### config.mk
export PLATFORM = sky130hd
export DESIGN_NAME = crsf_frame_receiver_top_flat
export DESIGN_NICKNAME = d
export VERILOG_FILES = /design/src/hdl/crsf_pkg.sv /design/src/hdl/crsf_if.sv /design/src/hdl/crsf_ram.sv /design/src/hdl/crsf_unpack.sv /design/src/hdl/crsf_frame_fsm.sv /design/src/hdl/crsf_frame_receiver_top.sv /design/src/flat_wrapper.sv
export VERILOG_INCLUDE_DIRS = /design/src /design/src/hdl
export SDC_FILE = /design/constraint.sdc
export NUM_CORES = 1
export LEC_CHECK = 0
export BUFFER_PORTS_ARGS = -buffer_cell sky130_fd_sc_hd__buf_4
export CORE_MARGIN = 2
export CORE_UTILIZATION = 34
export CTS_BUF_LIST = sky130_fd_sc_hd__clkbuf_4
export DETAILED_ROUTE_END_ITERATION = 10
export PLACE_DENSITY = 0.5
export SLEW_MARGIN = 20
export SYNTH_ARGS = -nofsm -noshare
export SYNTH_HDL_FRONTEND = slang
export SYNTH_HIERARCHICAL = 1
export SYNTH_SLANG_ARGS = --single-unit
### constraint.sdc
create_clock -name clk -period 7.25 [get_ports clk]
set_clock_uncertainty 0.15 [all_clocks]
set_input_delay 1.45 -clock clk [delete_from_list [all_inputs] [get_ports clk]]
set_output_delay 1.45 -clock clk [all_outputs]
set_load 0.05 [all_outputs]
### src/hdl/assert_macros.svh
// Assertion macros shared by the frame receiver RTL.
// No dependencies; SYNTH selects the empty forms for synthesis.
`ifndef ASSERT_MACROS_SVH
`define ASSERT_MACROS_SVH
`ifndef SYNTH
// Checked while out of reset.
`define CRSF_ASSERT(lbl, prop) \
  lbl: assert property (@(posedge clk) disable iff (!rst_n) prop) \
    else $error("crsf receiver assertion failed");
// Checked at every edge, reset included.
`define CRSF_ASSERT_ALWAYS(lbl, prop) \
  lbl: assert property (@(posedge clk) prop) \
    else $error("crsf receiver assertion failed");
`else
`define CRSF_ASSERT(lbl, prop)
`define CRSF_ASSERT_ALWAYS(lbl, prop)
`endif
`endif

### src/hdl/crsf_pkg.sv
// Types, constants and the CRC-8 step for the frame receiver.
// No dependencies.
`timescale 1ns / 1ps
package crsf_pkg;

  localparam int PAYLOAD_DEPTH    = 64;
  localparam int FRAME_BYTE_LIMIT = 64;
  localparam int CHANNEL_COUNT    = 16;
  localparam int CHANNEL_BITS     = 11;

  localparam int ADDR_W   = $clog2(PAYLOAD_DEPTH);
  localparam int CNT_W    = $clog2(FRAME_BYTE_LIMIT + 2);
  localparam int SEEN_W   = $clog2(FRAME_BYTE_LIMIT);
  localparam int EXP_W    = 7;
  localparam int BITPOS_W = $clog2(CHANNEL_COUNT * CHANNEL_BITS) + 1;
  localparam int BIDX_W   = BITPOS_W - 2;
  localparam int WIN_W    = 24;
  localparam int CFG_IDX_W = 3;

  localparam logic [7:0] CRC_POLY         = 8'hD5;
  localparam logic [7:0] LINK_STATS_TYPE  = 8'h14;
  localparam logic [7:0] DEVICE_INFO_TYPE = 8'h29;

  localparam logic [7:0] SYNC_A_RST     = 8'd238;
  localparam logic [7:0] SYNC_B_RST     = 8'd234;
  localparam logic [7:0] SYNC_C_RST     = 8'd200;
  localparam logic [7:0] SYNC_D_RST     = 8'd236;
  localparam logic [6:0] LEN_LIMIT_RST  = 7'd64;
  localparam logic [7:0] TYPE_LIMIT_RST = 8'h7D;
  localparam logic [7:0] CHAN_TYPE_RST  = 8'd22;

  typedef enum logic [2:0] {
    REG_SYNC_A     = 3'd0,
    REG_SYNC_B     = 3'd1,
    REG_SYNC_C     = 3'd2,
    REG_SYNC_D     = 3'd3,
    REG_LEN_LIMIT  = 3'd4,
    REG_TYPE_LIMIT = 3'd5,
    REG_CHAN_TYPE  = 3'd6
  } cfg_reg_t;

  typedef enum logic [2:0] {
    ST_OK        = 3'd0,
    ST_SYNC_ERR  = 3'd1,
    ST_LEN_ERR   = 3'd2,
    ST_TYPE_ERR  = 3'd3,
    ST_CRC_ERR   = 3'd4,
    ST_UNHANDLED = 3'd5
  } status_t;

  typedef enum logic [2:0] {
    PH_SYNC, PH_LEN, PH_TYPE, PH_PAYLOAD, PH_CRC
  } phase_t;

  typedef enum logic {
    CTL_RUN, CTL_UNPACK
  } ctl_state_t;

  typedef enum logic [2:0] {
    UP_IDLE, UP_RD0, UP_RD1, UP_RD2, UP_RD3, UP_OUT
  } unp_state_t;

  typedef struct packed {
    logic [7:0] sync_a;
    logic [7:0] sync_b;
    logic [7:0] sync_c;
    logic [7:0] sync_d;
    logic [6:0] length_limit;
    logic [7:0] type_limit;
    logic [7:0] chan_type;
  } cfg_t;

  typedef struct packed {
    logic              start;
    logic [SEEN_W-1:0] seen;
  } unp_req_t;

  typedef struct packed {
    logic        busy;
    logic        valid;
    logic [3:0]  index;
    logic [10:0] value;
    logic        last;
  } unp_rsp_t;

  // CRC-8, MSB first, one byte.
  function automatic logic [7:0] crc8_step(input logic [7:0] crc, input logic [7:0] b);
    logic [7:0] c;
    c = crc ^ b;
    for (int k = 0; k < 8; k++) begin
      c = c[7] ? ({c[6:0], 1'b0} ^ CRC_POLY) : {c[6:0], 1'b0};
    end
    return c;
  endfunction

endpackage

### src/hdl/crsf_if.sv
// Valid/ready channel interfaces: received bytes in, results out.
// Depends on nothing.
`timescale 1ns / 1ps
interface crsf_in_if;
  logic       valid;
  logic       ready;
  logic [7:0] rx_byte;
  modport source (output valid, output rx_byte, input ready);
  modport sink   (input valid, input rx_byte, output ready);
endinterface

interface crsf_out_if;
  logic        valid;
  logic        ready;
  logic [2:0]  status;
  logic [7:0]  frame_kind;
  logic        channel_valid;
  logic [3:0]  channel_index;
  logic [10:0] channel_value;
  logic [15:0] error_total;
  logic        last;
  modport source (output valid, output status, output frame_kind, output channel_valid,
                  output channel_index, output channel_value, output error_total,
                  output last, input ready);
  modport sink   (input valid, input status, input frame_kind, input channel_valid,
                  input channel_index, input channel_value, input error_total,
                  input last, output ready);
endinterface

### src/hdl/crsf_ram.sv
// Simple dual-port RAM, one write and one registered read port.
// No dependencies.
`timescale 1ns / 1ps
module crsf_ram #(
  parameter int DEPTH = 64,
  parameter int WIDTH = 8
) (
  input  logic                     clk,
  input  logic                     we,
  input  logic [$clog2(DEPTH)-1:0] waddr,
  input  logic [WIDTH-1:0]         wdata,
  input  logic [$clog2(DEPTH)-1:0] raddr,
  output logic [WIDTH-1:0]         rdata
);

  logic [WIDTH-1:0] mem [DEPTH];

  always_ff @(posedge clk) begin
    if (we) begin
      mem[waddr] <= wdata;
    end
    rdata <= mem[raddr];
  end

endmodule

### src/hdl/crsf_unpack.sv
// Channel unpacker: reads three payload bytes per channel from the RAM
// and extracts the LSB-first channel field. Depends on crsf_pkg.
`timescale 1ns / 1ps
module crsf_unpack (
  input  logic                           clk,
  input  logic                           rst_n,
  input  crsf_pkg::unp_req_t             req,
  output crsf_pkg::unp_rsp_t             rsp,
  input  logic                           rsp_ready,
  output logic [crsf_pkg::ADDR_W-1:0]    raddr,
  input  logic [7:0]                     rdata
);

  crsf_pkg::unp_state_t st_r, st_nxt;
  logic [3:0]                      ch_r, ch_nxt;
  logic [crsf_pkg::BITPOS_W-1:0]   pos_r, pos_nxt;
  logic [crsf_pkg::SEEN_W-1:0]     seen_r, seen_nxt;
  logic [crsf_pkg::WIN_W-1:0]      win_r, win_nxt;

  logic [crsf_pkg::BIDX_W-1:0]     bidx, rd_idx, cap_idx;
  logic [1:0]                      rd_off, cap_off;
  logic                            cap_ok;
  logic [7:0]                      cap_byte;
  logic [crsf_pkg::WIN_W-1:0]      shifted;
  logic [crsf_pkg::CHANNEL_BITS-1:0] chan_bits;
  logic                            is_last;

  always_ff @(posedge clk) begin
    if (!rst_n) begin
      st_r <= crsf_pkg::UP_IDLE;
    end else begin
      st_r <= st_nxt;
    end
    ch_r   <= ch_nxt;
    pos_r  <= pos_nxt;
    seen_r <= seen_nxt;
    win_r  <= win_nxt;
  end

  assign bidx    = crsf_pkg::BIDX_W'(pos_r >> 3);
  assign rd_idx  = bidx + crsf_pkg::BIDX_W'(rd_off);
  assign cap_idx = bidx + crsf_pkg::BIDX_W'(cap_off);
  assign raddr   = crsf_pkg::ADDR_W'(rd_idx);
  // bytes past the received payload read as zero
  assign cap_ok  = (32'(cap_idx) < 32'(seen_r)) && (32'(cap_idx) < crsf_pkg::PAYLOAD_DEPTH);
  assign cap_byte = cap_ok ? rdata : 8'h00;

  assign shifted   = win_r >> pos_r[2:0];
  assign chan_bits = crsf_pkg::CHANNEL_BITS'(shifted);
  assign is_last   = (ch_r == 4'(crsf_pkg::CHANNEL_COUNT - 1));

  always_comb begin
    st_nxt   = st_r;
    ch_nxt   = ch_r;
    pos_nxt  = pos_r;
    seen_nxt = seen_r;
    win_nxt  = win_r;
    rd_off   = 2'd0;
    cap_off  = 2'd0;
    unique case (st_r)
      crsf_pkg::UP_IDLE: begin
        if (req.start) begin
          ch_nxt   = '0;
          pos_nxt  = '0;
          seen_nxt = req.seen;
          st_nxt   = crsf_pkg::UP_RD0;
        end
      end
      crsf_pkg::UP_RD0: begin
        rd_off = 2'd0;
        st_nxt = crsf_pkg::UP_RD1;
      end
      crsf_pkg::UP_RD1: begin
        rd_off = 2'd1;
        cap_off = 2'd0;
        win_nxt[7:0] = cap_byte;
        st_nxt = crsf_pkg::UP_RD2;
      end
      crsf_pkg::UP_RD2: begin
        rd_off = 2'd2;
        cap_off = 2'd1;
        win_nxt[15:8] = cap_byte;
        st_nxt = crsf_pkg::UP_RD3;
      end
      crsf_pkg::UP_RD3: begin
        cap_off = 2'd2;
        win_nxt[23:16] = cap_byte;
        st_nxt = crsf_pkg::UP_OUT;
      end
      crsf_pkg::UP_OUT: begin
        if (rsp_ready) begin
          if (is_last) begin
            st_nxt = crsf_pkg::UP_IDLE;
          end else begin
            ch_nxt  = ch_r + 4'd1;
            pos_nxt = pos_r + crsf_pkg::BITPOS_W'(crsf_pkg::CHANNEL_BITS);
            st_nxt  = crsf_pkg::UP_RD0;
          end
        end
      end
      default: begin
        st_nxt = crsf_pkg::UP_IDLE;
      end
    endcase
  end

  always_comb begin
    rsp.busy  = (st_r != crsf_pkg::UP_IDLE);
    rsp.valid = (st_r == crsf_pkg::UP_OUT);
    rsp.index = ch_r;
    rsp.value = 11'(chan_bits);
    rsp.last  = is_last;
  end

endmodule

### src/hdl/crsf_frame_fsm.sv
// Byte parser: frame phases, CRC, error counter, payload writes and the
// result register. Depends on crsf_pkg and crsf_if.
`timescale 1ns / 1ps
module crsf_frame_fsm (
  input  logic                        clk,
  input  logic                        rst_n,
  crsf_in_if.sink                     in_bus,
  crsf_out_if.source                  out_bus,
  input  crsf_pkg::cfg_t              cfg,
  output logic                        ram_we,
  output logic [crsf_pkg::ADDR_W-1:0] ram_waddr,
  output logic [7:0]                  ram_wdata,
  output crsf_pkg::unp_req_t          unp_req,
  input  crsf_pkg::unp_rsp_t          unp_rsp,
  output logic                        unp_ready
);

  crsf_pkg::ctl_state_t ctl_r, ctl_nxt;
  crsf_pkg::phase_t     phase_r, phase_nxt;
  logic [crsf_pkg::EXP_W-1:0]  exp_r, exp_nxt;
  logic [crsf_pkg::SEEN_W-1:0] seen_r, seen_nxt;
  logic [crsf_pkg::CNT_W-1:0]  cnt_r, cnt_nxt;
  logic [7:0]  type_r, type_nxt;
  logic [7:0]  crc_r, crc_nxt;
  logic [15:0] err_r, err_nxt;

  logic        out_valid_r, out_valid_nxt;
  crsf_pkg::status_t out_status_r, out_status_nxt;
  logic [7:0]  out_kind_r, out_kind_nxt;
  logic        out_cvalid_r, out_cvalid_nxt;
  logic [3:0]  out_cidx_r, out_cidx_nxt;
  logic [10:0] out_cval_r, out_cval_nxt;
  logic [15:0] out_err_r, out_err_nxt;
  logic        out_last_r, out_last_nxt;

  logic        out_free, in_acc, long_frame, sync_hit;
  logic [crsf_pkg::CNT_W-1:0] cnt_inc;
  logic [15:0] err_sat;
  logic [7:0]  b;
  crsf_pkg::phase_t ph;
  logic        emit;
  crsf_pkg::status_t em_status;
  logic [7:0]  em_kind;

  always_ff @(posedge clk) begin
    if (!rst_n) begin
      ctl_r       <= crsf_pkg::CTL_RUN;
      phase_r     <= crsf_pkg::PH_SYNC;
      exp_r       <= '0;
      seen_r      <= '0;
      cnt_r       <= '0;
      type_r      <= '0;
      crc_r       <= '0;
      err_r       <= '0;
      out_valid_r <= 1'b0;
    end else begin
      ctl_r       <= ctl_nxt;
      phase_r     <= phase_nxt;
      exp_r       <= exp_nxt;
      seen_r      <= seen_nxt;
      cnt_r       <= cnt_nxt;
      type_r      <= type_nxt;
      crc_r       <= crc_nxt;
      err_r       <= err_nxt;
      out_valid_r <= out_valid_nxt;
    end
    out_status_r <= out_status_nxt;
    out_kind_r   <= out_kind_nxt;
    out_cvalid_r <= out_cvalid_nxt;
    out_cidx_r   <= out_cidx_nxt;
    out_cval_r   <= out_cval_nxt;
    out_err_r    <= out_err_nxt;
    out_last_r   <= out_last_nxt;
  end

  assign out_free     = !out_valid_r || out_bus.ready;
  assign in_bus.ready = (ctl_r == crsf_pkg::CTL_RUN) && out_free;
  assign in_acc       = in_bus.valid && in_bus.ready;
  assign b            = in_bus.rx_byte;
  assign cnt_inc      = cnt_r + 1'b1;
  assign long_frame   = (32'(cnt_inc) > crsf_pkg::FRAME_BYTE_LIMIT);
  assign ph           = long_frame ? crsf_pkg::PH_SYNC : phase_r;
  assign err_sat      = (err_r == 16'hFFFF) ? err_r : err_r + 16'd1;
  assign sync_hit     = (b == cfg.sync_a) || (b == cfg.sync_b) ||
                        (b == cfg.sync_c) || (b == cfg.sync_d);

  // parser
  always_comb begin
    ctl_nxt   = ctl_r;
    phase_nxt = phase_r;
    exp_nxt   = exp_r;
    seen_nxt  = seen_r;
    cnt_nxt   = cnt_r;
    type_nxt  = type_r;
    crc_nxt   = crc_r;
    err_nxt   = err_r;
    emit      = 1'b0;
    em_status = crsf_pkg::ST_OK;
    em_kind   = 8'h00;
    ram_we    = 1'b0;
    ram_waddr = crsf_pkg::ADDR_W'(seen_r);
    ram_wdata = b;
    unp_req.start = 1'b0;
    unp_req.seen  = seen_r;
    unp_ready = 1'b0;
    unique case (ctl_r)
      crsf_pkg::CTL_RUN: begin
        if (in_acc) begin
          // overlong frame: drop it and treat this byte as a sync byte
          if (long_frame) begin
            seen_nxt = '0;
            exp_nxt  = '0;
            cnt_nxt  = '0;
          end else begin
            cnt_nxt  = cnt_inc;
          end
          phase_nxt = ph;
          unique case (ph)
            crsf_pkg::PH_SYNC: begin
              if (sync_hit) begin
                phase_nxt = crsf_pkg::PH_LEN;
              end else begin
                seen_nxt = '0; exp_nxt = '0; cnt_nxt = '0;
                err_nxt = err_sat;
                emit = 1'b1; em_status = crsf_pkg::ST_SYNC_ERR;
              end
            end
            crsf_pkg::PH_LEN: begin
              if ((b < {1'b0, cfg.length_limit}) && (b >= 8'd2)) begin
                exp_nxt   = crsf_pkg::EXP_W'(b - 8'd2);
                phase_nxt = crsf_pkg::PH_TYPE;
              end else begin
                phase_nxt = crsf_pkg::PH_SYNC;
                seen_nxt = '0; exp_nxt = '0; cnt_nxt = '0;
                err_nxt = err_sat;
                emit = 1'b1; em_status = crsf_pkg::ST_LEN_ERR;
              end
            end
            crsf_pkg::PH_TYPE: begin
              if (b < cfg.type_limit) begin
                type_nxt  = b;
                crc_nxt   = crsf_pkg::crc8_step(8'h00, b);
                phase_nxt = (exp_r == '0) ? crsf_pkg::PH_CRC : crsf_pkg::PH_PAYLOAD;
              end else begin
                phase_nxt = crsf_pkg::PH_SYNC;
                seen_nxt = '0; exp_nxt = '0; cnt_nxt = '0;
                err_nxt = err_sat;
                emit = 1'b1; em_status = crsf_pkg::ST_TYPE_ERR;
              end
            end
            crsf_pkg::PH_PAYLOAD: begin
              ram_we   = (32'(seen_r) < crsf_pkg::PAYLOAD_DEPTH);
              seen_nxt = seen_r + 1'b1;
              crc_nxt  = crsf_pkg::crc8_step(crc_r, b);
              if ((32'(seen_r) + 32'd1) >= 32'(exp_r)) begin
                phase_nxt = crsf_pkg::PH_CRC;
              end
            end
            default: begin
              phase_nxt = crsf_pkg::PH_SYNC;
              seen_nxt = '0; exp_nxt = '0; cnt_nxt = '0;
              if (b == crc_r) begin
                if (type_r == cfg.chan_type) begin
                  unp_req.start = 1'b1;
                  ctl_nxt = crsf_pkg::CTL_UNPACK;
                end else if ((type_r == crsf_pkg::LINK_STATS_TYPE) ||
                             (type_r == crsf_pkg::DEVICE_INFO_TYPE)) begin
                  emit = 1'b1; em_status = crsf_pkg::ST_OK; em_kind = type_r;
                end else begin
                  err_nxt = err_sat;
                  emit = 1'b1; em_status = crsf_pkg::ST_UNHANDLED; em_kind = type_r;
                end
              end else begin
                err_nxt = err_sat;
                emit = 1'b1; em_status = crsf_pkg::ST_CRC_ERR;
              end
            end
          endcase
        end
      end
      crsf_pkg::CTL_UNPACK: begin
        unp_ready = out_free;
        if (unp_rsp.valid && out_free && unp_rsp.last) begin
          ctl_nxt = crsf_pkg::CTL_RUN;
        end
      end
    endcase
  end

  // result register
  always_comb begin
    out_valid_nxt  = out_valid_r;
    out_status_nxt = out_status_r;
    out_kind_nxt   = out_kind_r;
    out_cvalid_nxt = out_cvalid_r;
    out_cidx_nxt   = out_cidx_r;
    out_cval_nxt   = out_cval_r;
    out_err_nxt    = out_err_r;
    out_last_nxt   = out_last_r;
    priority if (emit) begin
      out_valid_nxt  = 1'b1;
      out_status_nxt = em_status;
      out_kind_nxt   = em_kind;
      out_cvalid_nxt = 1'b0;
      out_cidx_nxt   = 4'd0;
      out_cval_nxt   = 11'd0;
      out_err_nxt    = err_nxt;
      out_last_nxt   = 1'b1;
    end else if (unp_ready && unp_rsp.valid) begin
      out_valid_nxt  = 1'b1;
      out_status_nxt = crsf_pkg::ST_OK;
      out_kind_nxt   = type_r;
      out_cvalid_nxt = 1'b1;
      out_cidx_nxt   = unp_rsp.index;
      out_cval_nxt   = unp_rsp.value;
      out_err_nxt    = err_r;
      out_last_nxt   = unp_rsp.last;
    end else if (out_bus.ready) begin
      out_valid_nxt  = 1'b0;
    end else begin
      out_valid_nxt  = out_valid_r;
    end
  end

  assign out_bus.valid         = out_valid_r;
  assign out_bus.status        = out_status_r;
  assign out_bus.frame_kind    = out_kind_r;
  assign out_bus.channel_valid = out_cvalid_r;
  assign out_bus.channel_index = out_cidx_r;
  assign out_bus.channel_value = out_cval_r;
  assign out_bus.error_total   = out_err_r;
  assign out_bus.last          = out_last_r;

endmodule

### src/hdl/crsf_frame_receiver_top.sv
// Frame receiver top level: configuration registers, parser, payload RAM
// and channel unpacker. Depends on crsf_pkg, crsf_if and assert_macros.svh.
//
//  channel | dir | handshake            | payload
//  --------+-----+----------------------+-------------------------------------
//  in_bus  | in  | valid/ready          | rx_byte
//  out_bus | out | valid/ready          | status, frame_kind, channel_*, error_total, last
//  cfg_*   | in  | cfg_we, no back-press| cfg_idx, cfg_wdata
//
// Received bytes can be taken back to back; a new byte is taken while a result
// still waits in the output register, as long as that register frees up.
// The CRC byte of a good RC-channels frame starts the unpacker, which for
// each channel issues three reads through the single RAM read port, captures
// the last read data and then presents the channel, waiting out any stall on
// out_bus, for all sixteen channels; no byte is taken meanwhile.
// rst_n is synchronous; the payload RAM needs no clearing, as bytes beyond
// the received payload are masked to zero on read.
`timescale 1ns / 1ps
`include "assert_macros.svh"
module crsf_frame_receiver_top (
  input  logic                           clk,
  input  logic                           rst_n,
  crsf_in_if.sink                        in_bus,
  crsf_out_if.source                     out_bus,
  input  logic                           cfg_we,
  input  logic [crsf_pkg::CFG_IDX_W-1:0] cfg_idx,
  input  logic [7:0]                     cfg_wdata
);

  crsf_pkg::cfg_t cfg_r, cfg_nxt;

  logic                        ram_we;
  logic [crsf_pkg::ADDR_W-1:0] ram_waddr, ram_raddr;
  logic [7:0]                  ram_wdata, ram_rdata;
  crsf_pkg::unp_req_t          unp_req;
  crsf_pkg::unp_rsp_t          unp_rsp;
  logic                        unp_ready;

  // Register file; unknown indexes are dropped.
  always_comb begin
    cfg_nxt = cfg_r;
    if (cfg_we) begin
      unique case (cfg_idx)
        crsf_pkg::REG_SYNC_A:     cfg_nxt.sync_a       = cfg_wdata;
        crsf_pkg::REG_SYNC_B:     cfg_nxt.sync_b       = cfg_wdata;
        crsf_pkg::REG_SYNC_C:     cfg_nxt.sync_c       = cfg_wdata;
        crsf_pkg::REG_SYNC_D:     cfg_nxt.sync_d       = cfg_wdata;
        crsf_pkg::REG_LEN_LIMIT:  cfg_nxt.length_limit = cfg_wdata[6:0];
        crsf_pkg::REG_TYPE_LIMIT: cfg_nxt.type_limit   = cfg_wdata;
        crsf_pkg::REG_CHAN_TYPE:  cfg_nxt.chan_type    = cfg_wdata;
        default: begin
          cfg_nxt = cfg_r;
        end
      endcase
    end
  end

  always_ff @(posedge clk) begin
    if (!rst_n) begin
      cfg_r.sync_a       <= crsf_pkg::SYNC_A_RST;
      cfg_r.sync_b       <= crsf_pkg::SYNC_B_RST;
      cfg_r.sync_c       <= crsf_pkg::SYNC_C_RST;
      cfg_r.sync_d       <= crsf_pkg::SYNC_D_RST;
      cfg_r.length_limit <= crsf_pkg::LEN_LIMIT_RST;
      cfg_r.type_limit   <= crsf_pkg::TYPE_LIMIT_RST;
      cfg_r.chan_type    <= crsf_pkg::CHAN_TYPE_RST;
    end else begin
      cfg_r <= cfg_nxt;
    end
  end

  // Parser writes the RAM only in the payload phase and never while the
  // unpacker reads, so no forwarding is needed.
  crsf_frame_fsm u_fsm (
    .clk       (clk),
    .rst_n     (rst_n),
    .in_bus    (in_bus),
    .out_bus   (out_bus),
    .cfg       (cfg_r),
    .ram_we    (ram_we),
    .ram_waddr (ram_waddr),
    .ram_wdata (ram_wdata),
    .unp_req   (unp_req),
    .unp_rsp   (unp_rsp),
    .unp_ready (unp_ready)
  );

  crsf_ram #(
    .DEPTH (crsf_pkg::PAYLOAD_DEPTH),
    .WIDTH (8)
  ) u_ram (
    .clk   (clk),
    .we    (ram_we),
    .waddr (ram_waddr),
    .wdata (ram_wdata),
    .raddr (ram_raddr),
    .rdata (ram_rdata)
  );

  crsf_unpack u_unpack (
    .clk       (clk),
    .rst_n     (rst_n),
    .req       (unp_req),
    .rsp       (unp_rsp),
    .rsp_ready (unp_ready),
    .raddr     (ram_raddr),
    .rdata     (ram_rdata)
  );

  // Payload writes and channel reads never overlap.
  `CRSF_ASSERT(a_no_write_while_unpack, !(ram_we && unp_rsp.busy))
  // No byte is taken while channels are being unpacked.
  `CRSF_ASSERT(a_no_byte_while_unpack, !(in_bus.ready && unp_rsp.busy))
  // The unpacker only wakes up on a start request.
  `CRSF_ASSERT(a_unpack_needs_start, $rose(unp_rsp.busy) |-> $past(unp_req.start))
  // A channel result always carries the good-frame status.
  `CRSF_ASSERT(a_channel_is_ok, (out_bus.valid && out_bus.channel_valid) |-> (out_bus.status == crsf_pkg::ST_OK))

endmodule

### src/flat_wrapper.sv
// flat-port wrapper written by rule: the top's interface ports become plain ports
module crsf_frame_receiver_top_flat 
  (clk, rst_n, cfg_we, cfg_idx, cfg_wdata, in_bus_valid, in_bus_rx_byte, in_bus_ready, out_bus_valid, out_bus_status, out_bus_frame_kind, out_bus_channel_valid, out_bus_channel_index, out_bus_channel_value, out_bus_error_total, out_bus_last, out_bus_ready);
  crsf_in_if in_bus_i ();
  crsf_out_if out_bus_i ();
  input  logic clk;
  input  logic rst_n;
  input  logic cfg_we;
  input  logic [crsf_pkg::CFG_IDX_W-1:0] cfg_idx;
  input  logic [7:0] cfg_wdata;
  input wire logic [$bits(in_bus_i.valid)-1:0] in_bus_valid;
  input wire logic [$bits(in_bus_i.rx_byte)-1:0] in_bus_rx_byte;
  output wire logic [$bits(in_bus_i.ready)-1:0] in_bus_ready;
  output wire logic [$bits(out_bus_i.valid)-1:0] out_bus_valid;
  output wire logic [$bits(out_bus_i.status)-1:0] out_bus_status;
  output wire logic [$bits(out_bus_i.frame_kind)-1:0] out_bus_frame_kind;
  output wire logic [$bits(out_bus_i.channel_valid)-1:0] out_bus_channel_valid;
  output wire logic [$bits(out_bus_i.channel_index)-1:0] out_bus_channel_index;
  output wire logic [$bits(out_bus_i.channel_value)-1:0] out_bus_channel_value;
  output wire logic [$bits(out_bus_i.error_total)-1:0] out_bus_error_total;
  output wire logic [$bits(out_bus_i.last)-1:0] out_bus_last;
  input wire logic [$bits(out_bus_i.ready)-1:0] out_bus_ready;
  assign in_bus_i.valid = in_bus_valid;
  assign in_bus_i.rx_byte = in_bus_rx_byte;
  assign in_bus_ready = in_bus_i.ready;
  assign out_bus_valid = out_bus_i.valid;
  assign out_bus_status = out_bus_i.status;
  assign out_bus_frame_kind = out_bus_i.frame_kind;
  assign out_bus_channel_valid = out_bus_i.channel_valid;
  assign out_bus_channel_index = out_bus_i.channel_index;
  assign out_bus_channel_value = out_bus_i.channel_value;
  assign out_bus_error_total = out_bus_i.error_total;
  assign out_bus_last = out_bus_i.last;
  assign out_bus_i.ready = out_bus_ready;
  crsf_frame_receiver_top u_core (.clk(clk), .rst_n(rst_n), .in_bus(in_bus_i), .out_bus(out_bus_i), .cfg_we(cfg_we), .cfg_idx(cfg_idx), .cfg_wdata(cfg_wdata));
endmodule
==> results.md <==
* Cts repair resizes at 0
* Clock transition at path regs at 0.06 ns
* CTS H-Tree Depth at 4
* Die extent in x at 308.0 um
* Drt drc at 0
* Critical path depth at 8
* Fillcell total at 8,636
* Worst path cell trace: ha_1 > nand2_1 > nand4b_1 > a31oi_4 > nand3_1 > nor2_1 > nand3_1 > nor2_1
* Post-synth ARST share at 0%
* Tmin final at 4.806 ns
* Routed WL at 79.19 mm
* Initial DRC Count at 1,294
* Leak at around 12 nW
* Ranking of synthesized cells by area: edfxtp_1 (55%), dfxtp_1 (8.9%), mux4_2 (8.9%), mux2i_1 (3.6%), nand2_1 (2.1%)
* Post-synth top area share at 55.06%
* Worst reg2reg path depth at 8
* Distinct cells, synth at 95
* Synth Warn # at 6
* Data arrival time of the critical path at 5.28 ns
* #FFs+latches synth at approximately 720
* Most numerous cell in the Yosys netlist: edfxtp_1
* Clk root buf: clkbuf_4
* Starting Density at 34.27%
* Post-synth EDFFs at approximately 580
* Vias in the first global route at 19.34k
* Worst EP required at 7.72 ns
* Pwr/cell area at between 200 and 300 mW/mm^2
* Top FF cell, synth: edfxtp_1
* HPWL after DPL at 49.52 mm
* Slew Limit Fails at 0
* CP max stage cell: nor2_1
* Crit-path max FO at 8
* Overflow after GRT at 0
* Mapped Area at 0.03142 sq mm
* Row Count at 111
* Syn_area_per_cell at 14.57 sq um
* Commonest cells in the netlist: edfxtp_1 (576), nand2_1 (173), nor2_1 (149)
* Setup Slack @ Placement at around 1.7 ns
* Final Setup Violations at 0
* TritonCTS Buffers at 188
* CP Launch Type: flop
* CTS tree: yes
* Routed WL per cell at around 22 um
* Register area share after synthesis at a little under two thirds
* First drt pass iteration count at 5
* Max-cap violations at 0
* NumNets Final at between 2k and 2.5k
* Worst IR Drop VDD at 99.12 uV
* DR vias/cell at 5.208
* P&R area growth vs syn at 12.36%
* Min-delay worst type: flop to flop
* Max-slew headroom at 27.33%
* Core ar. at 0.09166 sq mm
* Die area at 0.09485 sq mm
* Post-route worst setup slack at 2.444 ns
* Setup tns final at 0 ns
* Post-Syn Nets at 2,220
* Max Fclk at 208.1 MHz
* Worst-margin pin slew at roughly 1.1 ns
* Detail Route Antenna Nets at 0
* GP Congestion at 0.8185
* Clk sink count at a little over 700
* Final Hold Viols at 0
* Wire length of the first global-routing pass at 119.8 mm
* Post-Synthesis Cells at ~2.2k
* Worst skew pair latency at 1.05 ns
* Setup repair bufs after CTS at 0
* Max incr delay on CP at 0.91 ns
* Crit. End Element: flop
* Largest net degree at the start of global routing at 78
* Die Y at 308.0 um
* Final period utilization at 66.30%
* CP top delay family: simple AND/OR/NAND/NOR gates
* Hold depth at 2
* Initial antenna violation count at 4
* Maximum root-to-sink buffer count at 3
* Critical Setup Path Class: flop to flop
* IO Port Bufs at 69
* Outcome: completed
* Post-CTS Hold Fix Bufs at 0
* Critical path buffers and inverters at 0
* Layout cell share with drive strength beyond 1 at 23.12%
* RSZ-0062 raised after global routing: false
* Total global-route track usage at 16.88%
* Ports at 70
* Top cell type by total area after synthesis: edfxtp_1
* Via total after detailed routing at 18.95k
[state kept, by name, indices dropped and copies added (netlist names), 4 cells and up]
name,count
u_core/u_fsm/out_bus.channel_value,11
u_core/u_fsm/err_r,16
u_core/cfg_r,55
u_core/u_fsm/out_bus.error_total,16
u_core/u_fsm/ram_waddr,6
u_core/u_fsm/crc_r,8
u_core/u_unpack/ch_r,4
u_core/u_fsm/type_r,8
u_core/u_fsm/out_bus.frame_kind,8
u_core/u_fsm/cnt_r,7
u_core/u_unpack/pos_r,9
u_core/u_unpack/seen_r,6
u_core/u_fsm/exp_r,7
u_core/u_ram/mem,512
u_core/u_ram/rdata,8
u_core/u_fsm/out_bus.channel_index,4
u_core/u_unpack/win_r,18
[metrics by stage]
| stage | area [sq um] | hold slack [ns] | cells | power (mW) | util, % |
|---|---|---|---|---|---|
| final | 35300 | 0.3061 | 3638 | 8.932 | 38.51 |
| after global routing | 35290 | 0.3295 | 3633 | 9.340 | 38.50 |
| after CTS | 35280 | 0.3091 | 3630 | 9.078 | 38.49 |
| after detailed placement | 32890 | 0.3006 | 3301 | 5.564 | 35.89 |
| after global placement | 32890 | 0.2937 | 3301 | 5.555 | 35.89 |
| after floorplan | 31420 | 0.2847 | 2156 | 5.316 | - |
[report_power, final]
group          switching [mW]  internal (mW)
clock network            1.63           1.84
logic                   0.531          0.378
registers              0.0407           4.51
[layer usage]
| layer | up-vias | global-route usage [%] | wire length, um |
|---|---|---|---|
| li1 | 8597 | - | - |
| met1 | 9669 | 22.09 | 34510 |
| met2 | 561 | 27.49 | 38540 |
| met3 | 121 | 3.717 | 4317 |
| met4 | 0 | 6.239 | 1825 |
| met5 | - | 0 | 0 |
[final timing paths]
check                                                            from                               endpoint  slack [ns]
worst min register to register  u_core/u_fsm/out_bus.channel_index[3]  u_core/u_fsm/out_bus.channel_index[3]        0.31
worst max register to register                  u_core/u_fsm/cnt_r[0]                u_core/u_ram/mem[58][7]        2.44
worst max-delay path                            u_core/u_fsm/cnt_r[0]                u_core/u_ram/mem[58][7]        2.44
worst min-delay path            u_core/u_fsm/out_bus.channel_index[3]  u_core/u_fsm/out_bus.channel_index[3]        0.31
[cells in the final DEF (no fill, tap or decap), types with 50 or more instances in the layout]
cell      instances
mux2i_1         113
xnor2_1          50
buf_4            89
mux4_2          124
nand2_1         173
clkbuf_4        281
dfxtp_1         140
nand3_1          55
nor2b_1          65
xor2_1           62
a21oi_1          50
nor2_1          149
edfxtp_1        576
[tightest hold or removal path, stage by stage (launching register included)]
cell and delay [ns]:
dfxtp_1 0.31, nand2_1 0.05, a21oi_1 0.05
[cells by family (layout without fill, tap and decap cells)]
kind of cell / after synthesis / count (layout) / synth area share [%]
other: 0 / 8 / 0
adders and majority gates: 40 / 40 / 1.641
DFF: 716 / 716 / 63.98
and+or+nand+nor: 606 / 606 / 9.682
xor gates and xnor gates: 118 / 118 / 3.405
buffers and inverters: 186 / 474 / 3.095
muxes: 243 / 243 / 12.70
AOI/OAI and AO/OA: 247 / 247 / 5.496
[area by class of cell]
type                       count  area [sq um]  share of cell area [%]
antenna                        8         20.02                 0.05671
clock buffer                 281          2110                   5.976
clock inverter                48         275.3                  0.7798
inverter                      54         205.2                  0.5813
multi-input combinational   1254         10400                   29.46
sequential                   716         20100                   56.94
tap                         1186          1484                   4.204
timing repair buffer          91         708.2                   2.006
No activity file was read; power rests on OpenSTA's default activity.
